==> config.mk <==
export PLATFORM = sky130hd
export DESIGN_NAME = midpoint_circle_outline_generator_core
export DESIGN_NICKNAME = d
export VERILOG_FILES = /design/src/design/mcog_pkg.sv /design/src/design/mcog_front.sv /design/src/design/mcog_queue.sv /design/src/design/mcog_back.sv /design/src/design/midpoint_circle_outline_generator_core.sv
export SDC_FILE = /design/constraint.sdc
export NUM_CORES = 1
export LEC_CHECK = 0
export BUFFER_PORTS_ARGS = -buffer_cell sky130_fd_sc_hd__buf_2
export CORE_AREA = 5 5 203 352
export DETAILED_ROUTE_END_ITERATION = 6
export DIE_AREA = 0 0 208 357
export PLACE_DENSITY = 0.51
export SLEW_MARGIN = 20
export SYNTH_ARGS = -nofsm -noshare
export SYNTH_HDL_FRONTEND = slang
export SYNTH_SLANG_ARGS = --single-unit
==> constraint.sdc <==
create_clock -name clk -period 11.6 [get_ports clk]
set_input_delay 0.58 -clock clk [delete_from_list [all_inputs] [get_ports clk]]
set_output_delay 0.58 -clock clk [all_outputs]
set_load 0.02 [all_outputs]
==> src/design/mcog_pkg.sv <==
// Shared types for the midpoint circle outline generator.
// Holds the point job passed from the front to the back and the queue status.
// No dependencies.
package mcog_pkg;

  // Number of mirrored pixels emitted for one point.
  localparam int unsigned PixPerPoint = 8;
  localparam int unsigned PixIdxW     = $clog2(PixPerPoint);

  // Work needed to emit the eight pixels of one point.
  typedef struct packed {
    logic [15:0] cx;
    logic [15:0] cy;
    logic [15:0] color;
    logic [15:0] px;
    logic [15:0] py;
    logic        done;
  } mcog_job_t;

  // Status of the point queue between front and back.
  typedef struct packed {
    logic full;
    logic empty;
  } mcog_qstat_t;

endpackage

==> src/design/mcog_front.sv <==
// Front part: accepts start and step words, keeps the circle state and
// advances the midpoint decision value. Depends on mcog_pkg.
module mcog_front import mcog_pkg::*; (
  input  logic        clk,
  input  logic        rst_n,
  input  logic        in_valid,
  output logic        in_ready,
  input  logic        in_mode,
  input  logic [15:0] in_center_x,
  input  logic [15:0] in_center_y,
  input  logic [10:0] in_radius,
  input  logic [15:0] in_pen_color,
  input  mcog_qstat_t q_stat,
  output logic        push,
  output mcog_job_t   push_job
);

  logic [15:0] cx_r, cy_r, color_r, x_r, y_r, d_r;
  logic        active_r;
  logic [15:0] cx_nxt, cy_nxt, color_nxt, x_nxt, y_nxt, d_nxt;
  logic        active_nxt;

  logic        accept, start;
  logic [15:0] base_x, base_y, base_d;
  logic [15:0] adv_x, adv_y, adv_d;
  logic        adv_done;

  assign in_ready = !q_stat.full;
  assign accept   = in_valid && in_ready;
  assign start    = !in_mode;
  assign push     = accept && (start || active_r);

  // Point to emit: a start loads the first point, a step uses the held one.
  always_comb begin
    base_x = start ? 16'd0 : x_r;
    base_y = start ? {5'd0, in_radius} : y_r;
    base_d = start ? (16'd3 - {4'd0, in_radius, 1'b0}) : d_r;
  end

  // Midpoint advance to the next point.
  always_comb begin
    adv_x = base_x + 16'd1;
    if (base_d[15]) begin
      adv_d = base_d + {base_x[13:0], 2'b00} + 16'd6;
      adv_y = base_y;
    end else begin
      adv_d = base_d + {(base_x[13:0] - base_y[13:0]), 2'b00} + 16'd10;
      adv_y = base_y - 16'd1;
    end
    adv_done = $signed(adv_x) > $signed(adv_y);
  end

  // Job for the back part.
  always_comb begin
    push_job.cx    = start ? in_center_x : cx_r;
    push_job.cy    = start ? in_center_y : cy_r;
    push_job.color = start ? in_pen_color : color_r;
    push_job.px    = base_x;
    push_job.py    = base_y;
    push_job.done  = adv_done;
  end

  // Circle state update.
  always_comb begin
    cx_nxt     = cx_r;
    cy_nxt     = cy_r;
    color_nxt  = color_r;
    x_nxt      = x_r;
    y_nxt      = y_r;
    d_nxt      = d_r;
    active_nxt = active_r;
    if (push) begin
      cx_nxt     = push_job.cx;
      cy_nxt     = push_job.cy;
      color_nxt  = push_job.color;
      x_nxt      = adv_x;
      y_nxt      = adv_y;
      d_nxt      = adv_d;
      active_nxt = !adv_done;
    end
  end

  always_ff @(posedge clk) begin
    if (!rst_n) begin
      cx_r     <= '0;
      cy_r     <= '0;
      color_r  <= '0;
      x_r      <= '0;
      y_r      <= '0;
      d_r      <= '0;
      active_r <= 1'b0;
    end else begin
      cx_r     <= cx_nxt;
      cy_r     <= cy_nxt;
      color_r  <= color_nxt;
      x_r      <= x_nxt;
      y_r      <= y_nxt;
      d_r      <= d_nxt;
      active_r <= active_nxt;
    end
  end

endmodule

==> src/design/mcog_queue.sv <==
// Two-entry point queue between the front and back parts.
// Depends on mcog_pkg.
module mcog_queue import mcog_pkg::*; (
  input  logic        clk,
  input  logic        rst_n,
  input  logic        push,
  input  mcog_job_t   push_job,
  input  logic        pop,
  output mcog_job_t   pop_job,
  output mcog_qstat_t q_stat
);

  mcog_job_t   slot_r [2];
  logic        wr_ptr_r, rd_ptr_r, wr_ptr_nxt, rd_ptr_nxt;
  logic [1:0]  count_r, count_nxt;

  assign q_stat.full  = count_r == 2'd2;
  assign q_stat.empty = count_r == 2'd0;
  assign pop_job      = slot_r[rd_ptr_r];

  // Pointer and fill count update.
  always_comb begin
    wr_ptr_nxt = push ? !wr_ptr_r : wr_ptr_r;
    rd_ptr_nxt = pop ? !rd_ptr_r : rd_ptr_r;
    count_nxt  = count_r + {1'b0, push} - {1'b0, pop};
  end

  always_ff @(posedge clk) begin
    if (!rst_n) begin
      wr_ptr_r <= 1'b0;
      rd_ptr_r <= 1'b0;
      count_r  <= '0;
    end else begin
      wr_ptr_r <= wr_ptr_nxt;
      rd_ptr_r <= rd_ptr_nxt;
      count_r  <= count_nxt;
    end
  end

  // Storage for queued points.
  always_ff @(posedge clk) begin
    if (push) begin
      slot_r[wr_ptr_r] <= push_job;
    end
  end

endmodule

==> src/design/mcog_back.sv <==
// Back part: takes one point job and emits its eight mirrored pixels, one per
// cycle when out_ready allows, via an output register. Depends on mcog_pkg.
module mcog_back import mcog_pkg::*; (
  input  logic        clk,
  input  logic        rst_n,
  input  mcog_qstat_t q_stat,
  input  mcog_job_t   head_job,
  output logic        pop,
  output logic        out_valid,
  input  logic        out_ready,
  output logic [15:0] out_pixel_x,
  output logic [15:0] out_pixel_y,
  output logic [15:0] out_pixel_color,
  output logic        out_burst_last,
  output logic        out_circle_done
);

  mcog_job_t          job_r, job_nxt;
  logic               job_valid_r, job_valid_nxt;
  logic [PixIdxW-1:0] k_r, k_nxt;
  logic               out_valid_r, out_valid_nxt;
  logic [15:0]        px_r, py_r, col_r, px_nxt, py_nxt, col_nxt;
  logic               last_r, done_r, last_nxt, done_nxt;

  logic               load, emit, job_end, k_last;
  logic [15:0]        u, v;

  assign load    = !out_valid_r || out_ready;
  assign emit    = load && job_valid_r;
  assign k_last  = k_r == PixIdxW'(PixPerPoint - 1);
  assign job_end = emit && k_last;
  assign pop     = !q_stat.empty && (!job_valid_r || job_end);

  // Mirror selection: bit 2 swaps the axes, bit 0 negates column, bit 1 row.
  always_comb begin
    u = k_r[2] ? job_r.py : job_r.px;
    v = k_r[2] ? job_r.px : job_r.py;
    px_nxt   = k_r[0] ? (job_r.cx - u) : (job_r.cx + u);
    py_nxt   = k_r[1] ? (job_r.cy - v) : (job_r.cy + v);
    col_nxt  = job_r.color;
    last_nxt = k_last;
    done_nxt = k_last && job_r.done;
  end

  // Job holding and pixel counter.
  always_comb begin
    job_nxt       = job_r;
    job_valid_nxt = job_valid_r;
    k_nxt         = k_r;
    if (emit) begin
      k_nxt = k_r + PixIdxW'(1);
    end
    if (job_end) begin
      job_valid_nxt = 1'b0;
    end
    if (pop) begin
      job_nxt       = head_job;
      job_valid_nxt = 1'b1;
      k_nxt         = '0;
    end
    out_valid_nxt = load ? job_valid_r : out_valid_r;
  end

  always_ff @(posedge clk) begin
    if (!rst_n) begin
      job_valid_r <= 1'b0;
      k_r         <= '0;
      out_valid_r <= 1'b0;
    end else begin
      job_valid_r <= job_valid_nxt;
      k_r         <= k_nxt;
      out_valid_r <= out_valid_nxt;
    end
  end

  // Payload registers.
  always_ff @(posedge clk) begin
    job_r <= job_nxt;
    if (emit) begin
      px_r   <= px_nxt;
      py_r   <= py_nxt;
      col_r  <= col_nxt;
      last_r <= last_nxt;
      done_r <= done_nxt;
    end
  end

  assign out_valid       = out_valid_r;
  assign out_pixel_x     = px_r;
  assign out_pixel_y     = py_r;
  assign out_pixel_color = col_r;
  assign out_burst_last  = last_r;
  assign out_circle_done = done_r;

endmodule

==> src/design/midpoint_circle_outline_generator_core.sv <==
// Top level of the midpoint circle outline generator.
// Instantiates mcog_front, mcog_queue and mcog_back; depends on mcog_pkg.
//
// Channel  Direction  Word contents
// in_      slave      tuser: mode; tdata: center_x, center_y, radius, pen_color
// out_     master     tdata: pixel_x, pixel_y, pixel_color; tlast: burst_last;
//                     tuser: circle_done
//
// A start or step word that draws a point yields eight pixel words, one per
// cycle while out_tready does not stall them; the pixel port sets the pace.
// The first pixel passes the queue slot, back job register and output register.
// Reset clears the circle state, the two-entry point queue and the output.
// in_tready drops only while the point queue holds two points; a stalled
// output holds the back part while the front keeps filling the queue.
module midpoint_circle_outline_generator_core import mcog_pkg::*; (
  input  logic        clk,
  input  logic        rst_n,
  input  logic        in_tvalid,
  output logic        in_tready,
  // in_tdata, low bit up: center_x[15:0], center_y[31:16], radius[42:32],
  // pen_color[58:43], zero fill[63:59].
  input  logic [63:0] in_tdata,
  // in_tuser: mode.
  input  logic [0:0]  in_tuser,
  output logic        out_tvalid,
  input  logic        out_tready,
  // out_tdata, low bit up: pixel_x[15:0], pixel_y[31:16], pixel_color[47:32].
  output logic [47:0] out_tdata,
  output logic        out_tlast,
  // out_tuser: circle_done.
  output logic [0:0]  out_tuser
);

  logic        push, pop;
  mcog_job_t   push_job, head_job;
  mcog_qstat_t q_stat;
  logic [15:0] pix_x, pix_y, pix_col;
  logic        done_flag;

  mcog_front u_front (
    .clk          (clk),
    .rst_n        (rst_n),
    .in_valid     (in_tvalid),
    .in_ready     (in_tready),
    .in_mode      (in_tuser[0]),
    .in_center_x  (in_tdata[15:0]),
    .in_center_y  (in_tdata[31:16]),
    .in_radius    (in_tdata[42:32]),
    .in_pen_color (in_tdata[58:43]),
    .q_stat       (q_stat),
    .push         (push),
    .push_job     (push_job)
  );

  mcog_queue u_queue (
    .clk      (clk),
    .rst_n    (rst_n),
    .push     (push),
    .push_job (push_job),
    .pop      (pop),
    .pop_job  (head_job),
    .q_stat   (q_stat)
  );

  mcog_back u_back (
    .clk             (clk),
    .rst_n           (rst_n),
    .q_stat          (q_stat),
    .head_job        (head_job),
    .pop             (pop),
    .out_valid       (out_tvalid),
    .out_ready       (out_tready),
    .out_pixel_x     (pix_x),
    .out_pixel_y     (pix_y),
    .out_pixel_color (pix_col),
    .out_burst_last  (out_tlast),
    .out_circle_done (done_flag)
  );

  assign out_tdata    = {pix_col, pix_y, pix_x};
  assign out_tuser[0] = done_flag;

  // The end of a circle only falls on the last pixel of a point.
  a_done_on_last: assert property (@(posedge clk) disable iff (!rst_n)
    out_tvalid && out_tuser[0] |-> out_tlast)
    else $error("circle_done without burst_last");

  // The queue never reports full and empty together.
  a_queue_status: assert property (@(posedge clk) disable iff (!rst_n)
    !(q_stat.full && q_stat.empty))
    else $error("queue full and empty at once");

  // Inside a point the next pixel follows without a gap.
  a_burst_gapless: assert property (@(posedge clk) disable iff (!rst_n)
    out_tvalid && out_tready && !out_tlast |=> out_tvalid)
    else $error("gap inside a pixel burst");

  // The front never writes into a full queue.
  a_no_overflow: assert property (@(posedge clk) disable iff (!rst_n)
    push |-> !q_stat.full)
    else $error("push into full queue");

endmodule
Word-level counts from Yosys, hierarchy flattened
Memory sizes are Yosys's and may differ from the RTL's. A register that Yosys moved wholly into a read port is not among the register bits.
Cells that the tools add are included.
{ "word_totals": {"reg_bits": 156, "mem_bits_rw": 162, "input_bits": 69, "out_inout_bits": 52, "wordCells": 74, "n_memories": 1} }
{ "memory_table": {"columns": ["name", "words", "width", "rd", "rd_clocked_by_memory_dff", "wr", "line_no", "source"], "rows": [
  ["u_queue.slot_r", 2, 81, 1, 1, 1, "mcog_queue.sv:13", "mcog_job_t slot_r [2];"]
]} }
{ "classes": {"add_sub_neg": 15, "n_lt_le_gt_ge": 1, "n_eq_ne": 2, "muxes": 16, "bitwise": 1, "n_reduce_logical": 20} }
{ "op_table": {"columns": ["op", "count"], "rows": [
  ["$mux W16", 12],
  ["$add A16 B16 Y16", 4],
  ["$sub A16 B16 Y16", 2],
  ["$add A16 B1 Y16 const B", 1],
  ["$add A16 B3 Y16 const B", 1],
  ["$add A16 B4 Y16 const B", 1],
  ["$gt A16 B16 Y1", 1],
  ["$sub A16 B1 Y16 const B", 1],
  ["$sub A14 B14 Y14", 1],
  ["$sub A2 B12 Y13 const A", 1],
  ["$logic_not A1 Y1", 8],
  ["$logic_and A1 B1 Y1", 6],
  ["$mux W1", 4],
  ["$add A3 B1 Y3 const B", 1],
  ["$eq A3 B3 Y1 const B", 1],
  ["$logic_or A1 B1 Y1", 3],
  ["$add A2 B1 Y2", 1],
  ["$eq A2 B2 Y1 const B", 1],
  ["$logic_not A2 Y1", 1],
  ["$reduce_bool A2 Y1", 1],
  ["$reduce_or A2 Y1", 1],
  ["$sub A2 B1 Y2", 1],
  ["$not A1 Y1", 1]
]} }

Logic depth before layout (Yosys ltp)
{ "logic_depth": {"ltp_word": 7, "mapped_depth": 29, "mapped_depth_nobuf": 22} }

Modules after synthesis
A second synthesis with hierarchy kept.
{ "unflattened": {"hier_cells": 1794, "hier_area_um2": 20867.5} }
{ "modules_own_cells": {"columns": ["mod", "instances", "cells_each", "area_each_um2", "seq_area_each_um2"], "rows": [
  ["mcog_front", 1, 1000, 7687.4, 1921.8],
  ["mcog_back", 1, 521, 6706.4, 4033.9],
  ["mcog_queue", 1, 273, 6473.7, 4964.8]
]} }

Worst setup path before layout
OpenSTA, ideal clock, no wires.
{ "synth_timing": {"kind": "input port to flip-flop", "start": "input in_tuser", "end": "register u_front.d_r[15]", "setup_ns": 0.106, "arrival_ns": 5.676, "required_time_ns": 11.494, "slack_ns": 5.818, "stages": 29, "path_buffers": 7, "cell_sequence": "buf_6 buf_6 buf_2 clkbuf_1 buf_2 buf_2 buf_1 and2_1 inv_1 ha_1 inv_1 fa_1 a21oi_1 a21oi_1 o21ai_0 a211oi_1 nor4_1 nor3_1 a21oi_1 xnor2_1 ha_1 ha_1 a21oi_1 o221ai_1 a21o_1 o31ai_1 xnor2_1 xnor2_1 o311ai_0"} }
{ "synth_lines": {"columns": ["item", "line_no", "source"], "rows": [
  ["from (decl)", "midpoint_circle_outline_generator_core.sv:24", "input logic [0:0] in_tuser,"],
  ["to (signal assigned)", "mcog_front.sv:98", "d_r <= d_nxt;"],
  ["to (decl)", "mcog_front.sv:18", "logic [15:0] cx_r, cy_r, color_r, x_r, y_r, d_r;"]
]} }

==> impl.org <==
** Status
- Outcome :: completed

** STA
- Setup violations remaining at the end of the flow were counted as 0.
- Worst hold-check slack :: 374 ps
- Number of hold violations in the final report :: 0
- Worst path setup slack after routing :: 5780 ps
- Adding up every negative setup slack in the final design gives 0 ps.
- Max-slew headroom at the worst pin :: 28.4%
- The count of final max-slew check failures was 0.
- After layout, the worst path uses 50.1% of the clock period.
- Time the final worst path needs with I/O delays and setup :: 5820 ps
- RSZ-0062 raised after global routing :: no
- Slew at the pin closest to its max-slew limit :: 1070 ps
- Static timing analysis puts the maximum clock frequency at 0.172 GHz.
- Post-route clock skew :: 18.7 ps

** Global routing
- Initial antenna violation count :: 5
- Gr usage total :: between 10% and 20%
- Number of global-route vias before repair :: 14145
- Remaining Overflow, GRT :: 0
- The first global-routing pass estimated 79500 um of wire.
- Pin count of the biggest net entering global routing :: 73

** Clock network
- CTS buffer count :: 37
- The H-tree was split into 2 levels.
- CTS sink count :: just under 400
- Once the clock tree was built, the resizer swapped 0 gates to a different size.
- After clock tree synthesis, the flow added hold-fix buffers numbering 0.
- TritonCTS clock tree :: built
- For the worst-skew pair, the clock arrives at the later sink with an insertion delay of approximately 550 ps.
- After clock tree synthesis, the setup repair step added 0 buffers.
- Clock-pin slew was measured on the worst setup and hold paths at ~70 ps.
- Buffers from clock root to sink, at most :: 3
- Clock root buffer :: clkbuf_16

** Placement
- Before CTS, the worst setup slack after placement is 5140 ps.
- Quantity of I/O buffers inserted on ports :: 115
- Detailed placement HPWL :: 36000 um
- Summing all placed instances gives a cell area of 21800 um2.
- In this run, placement finished with an instance count of 2739.
- Final weighted congestion in routability-driven placement :: slightly below 0.9

** Setup path
- Critical R2R Capture :: u_back.out_pixel_y[15]
- List of cells traversed by the critical path :: buf_4, buf_4, mux2i_1, inv_1, ha_1, inv_1, fa_1, a21oi_1, a21oi_1, o21ai_0, a211oi_1, nor4_1, nor3_1, a21oi_1, xnor2_1, ha_1, ha_1, a21oi_1, o221ai_1, a21o_1, o31ai_1, xnor2_1, xnor2_1, o311ai_0
- Cell count of the worst reg-to-reg path :: 13
- Of all nets on the critical path, the largest fanout is 47.
- For the worst setup path, the data required time is around 12000 ps.
- The kind of cell with the highest combined delay along the critical path is compound AO/OA/AOI/OAI gates.
- Most used cell along the critical path :: a21oi_1
- Biggest cell delay along the critical path :: 610 ps
- Worst r2r src :: u_back.k_r[2]
- The number of buffers and inverters on the critical path is 4.
- The setup check on the worst reg-to-reg path leaves a slack of 6560 ps.
- The worst setup path is launched from an input port.
- Data on the critical path arrives at its endpoint at 6260 ps.
- For this design, the slowest cell found on the critical path is buf_4.
- Type of the worst setup path :: in -> reg
- Kind of capture point of the worst setup path :: flop

** Logic synthesis
- For this run, the number of Yosys warnings is 0.
- Dominant cells by area after synthesis :: edfxtp_1, dfxtp_1, mux2_2, ha_1, a21oi_1
- Leading area contributor after synthesis :: edfxtp_1
- In this run the mean area of a mapped cell was approximately 11 um2.
- Post-synthesis instance area :: 20200 um2
- After Yosys synthesis, full adders, half adders and majority gates account for 7.79% of the synthesized area.
- Count of flip-flops with a built-in enable after synthesis :: 293
- Area share of and/or/nand/nor cells after synthesis :: 11.5%
- The synthesized netlist devotes approximately 5.7% of its cell area to XOR and XNOR gates.
- The portion of synthesized area spent on multiplexers is 9.22%.
- Main combinational cell family by area after synthesis :: simple AND/OR/NAND/NOR gates
- After synthesis, flip-flops and latches occupy 53.8% of the total area.
- Counting flops and latches in the post-synthesis netlist gives 398.
- Synthesis handed over a netlist of 1784 instances.
- Top-area cell type share of the netlist area :: a little over two fifths
- Post-synth ARST share :: 0%
- Counting every net in the synthesized netlist gives 1976.
- Yosys mapped the design onto 65 distinct sky130hd cell types.
- Most used flip-flop cell after synthesis :: edfxtp_1
- Compound-gate portion of the synthesized area :: 9.09%

** Floorplan
- The initial utilization of the core area, before any placement, comes to slightly below 30%.
- The core region is 68300 um2.
- From bottom edge to top edge, the die measures 357 um.
- Total die area :: ~74000 um2
- In this run the core area contains 127 standard-cell rows.
- 121 I/O pins were placed.
- Floorplan die width :: 208 um

** Detailed routing
- TritonRoute pass-1 iters :: 5
- For this run, design rule violations remaining after detail routing come to 0.
- Number of vias after detailed routing :: 13452
- Dividing the detail-routed wire length by the instance count gives 18.2 um.
- Vias per cell :: 4.79
- Total wire length after detailed routing :: 51100 um
- The count of nets left with antenna violations once routing finished came out at 0.
- Detailed router's first-iteration violation count :: 547

** Cells and area
- Filler cells :: 6785
- Cells fill 33.6% of the core in the end.
- The area growth from synthesis to layout is 13.4%.
- Most common cell after layout, fill and taps aside :: edfxtp_1
- Count of non-filler cells in the finished layout :: approximately 2800
- The finished cells cover 23000 um2.
- Post-layout net count :: 2068
- Fraction of layout instances using a drive strength above 1 :: between 15 and 20%
- Highest-count cells in the layout ignoring fill and taps :: edfxtp_1, nand2_1, a21oi_1, nor2_1, mux2_2

** Pwr
- Power spread over the standard cell area amounts to 226 nW/um2.
- The worst-case IR drop observed on VDD is 0.0000949 V.
- Total Power Consumption :: roughly 5.2 mW
- For this design the static power due to leakage is about 8.5 nW.

** Worst hold path
- The tightest min-delay check is of the in -> reg type.
- Startpoint of the tightest hold check path :: in_tdata[49]
- The worst hold path passes through 2 cells.
- For hold timing, the worst endpoint is u_queue.slot_r[0][39].

** Flow run
- Max-cap violations in this run came to 0.
-- flip-flops by register name (all words and copies together) (netlist names), 2 cells and up --
signal	cells
u_back.col_nxt	16
u_back.k_r	3
u_back.out_pixel_color	16
u_front.x_r	16
u_queue.count_r	2
u_front.cy_r	16
u_queue.slot_r	162
u_front.color_r	16
u_front.y_r	16
u_back.out_pixel_y	16
u_back.out_pixel_x	16
u_back.job_r	65
u_front.d_r	15
u_front.cx_r	16
-- final cells by class --
class | count | area (um2) | share of cell area (%)
Clock inverter | 15 | 100 | 0.436
Antenna cell | 4 | 10.0 | 0.0436
Inverter | 71 | 267 | 1.16
Clock buffer | 51 | 1030 | 4.49
Timing Repair Buffer | 130 | 711 | 3.10
Sequential cell | 398 | 10900 | 47.5
Multi-Input combinational cell | 1238 | 8800 | 38.3
Tap cell | 903 | 1130 | 4.92
-- report_power, final --
group / internal [mW] / leakage, nW / switching (mW)
sequential: 1.95 / 3.62 / 0.142
clock: 0.628 / 0.553 / 0.544
combinational: 0.771 / 4.37 / 1.15
total: 3.35 / 8.54 / 1.84
-- routing by layer --
layer | global-route usage [%] | wire length (um)
met5 | 0 | 0
met1 | 13.9 | 19100
met2 | 27.2 | 28700
met3 | 1.95 | 1640
met4 | 5.03 | 1710
-- cell usage after synthesis (all sizes together) (22+ instances only) --
library cell and instances:
a21oi 148, and2 22, buf 22, clkbuf 55, dfxtp 105, edfxtp 293, ha 118, inv 71
mux2 132, mux2i 38, nand2 172, nand2b 22, nand3 22, nor2 144, nor3 58, o21ai 55
xnor2 82, xor2 50
-- cell families (layout without fill, tap and decap cells) --
family	count (synthesis)	count (layout)
simple gates	507	507
flops	398	398
compound gates	306	306
mux	170	170
buf+inv	148	267
xor+xnor	132	132
fa+ha+maj	123	123
other cells	0	4
-- worst max path at each step --
stage | start | to | slack [ps] | depth (start not counted)
after floorplan | in_tuser | u_front.d_r[15] | 5820 | 29
after global placement | in_tuser | u_front.d_r[15] | 5200 | 24
after detailed placement | in_tuser | u_front.d_r[15] | 5140 | 24
after CTS | in_tuser | u_front.d_r[15] | 5710 | 24
after global routing | in_tuser | u_front.d_r[14] | 5260 | 19
final | in_tuser | u_front.d_r[15] | 5780 | 24
-- worst reg2reg max path: cells and delay by family (launching register included) --
family	cells	cell delay, ps
mux	1	340
compound gates	7	2640
flops	1	310
xor+xnor	1	90
simple gates	1	140
fa+ha+maj	2	640
buf+inv	1	630
Note: power is estimated with default switching activity, not from simulation.
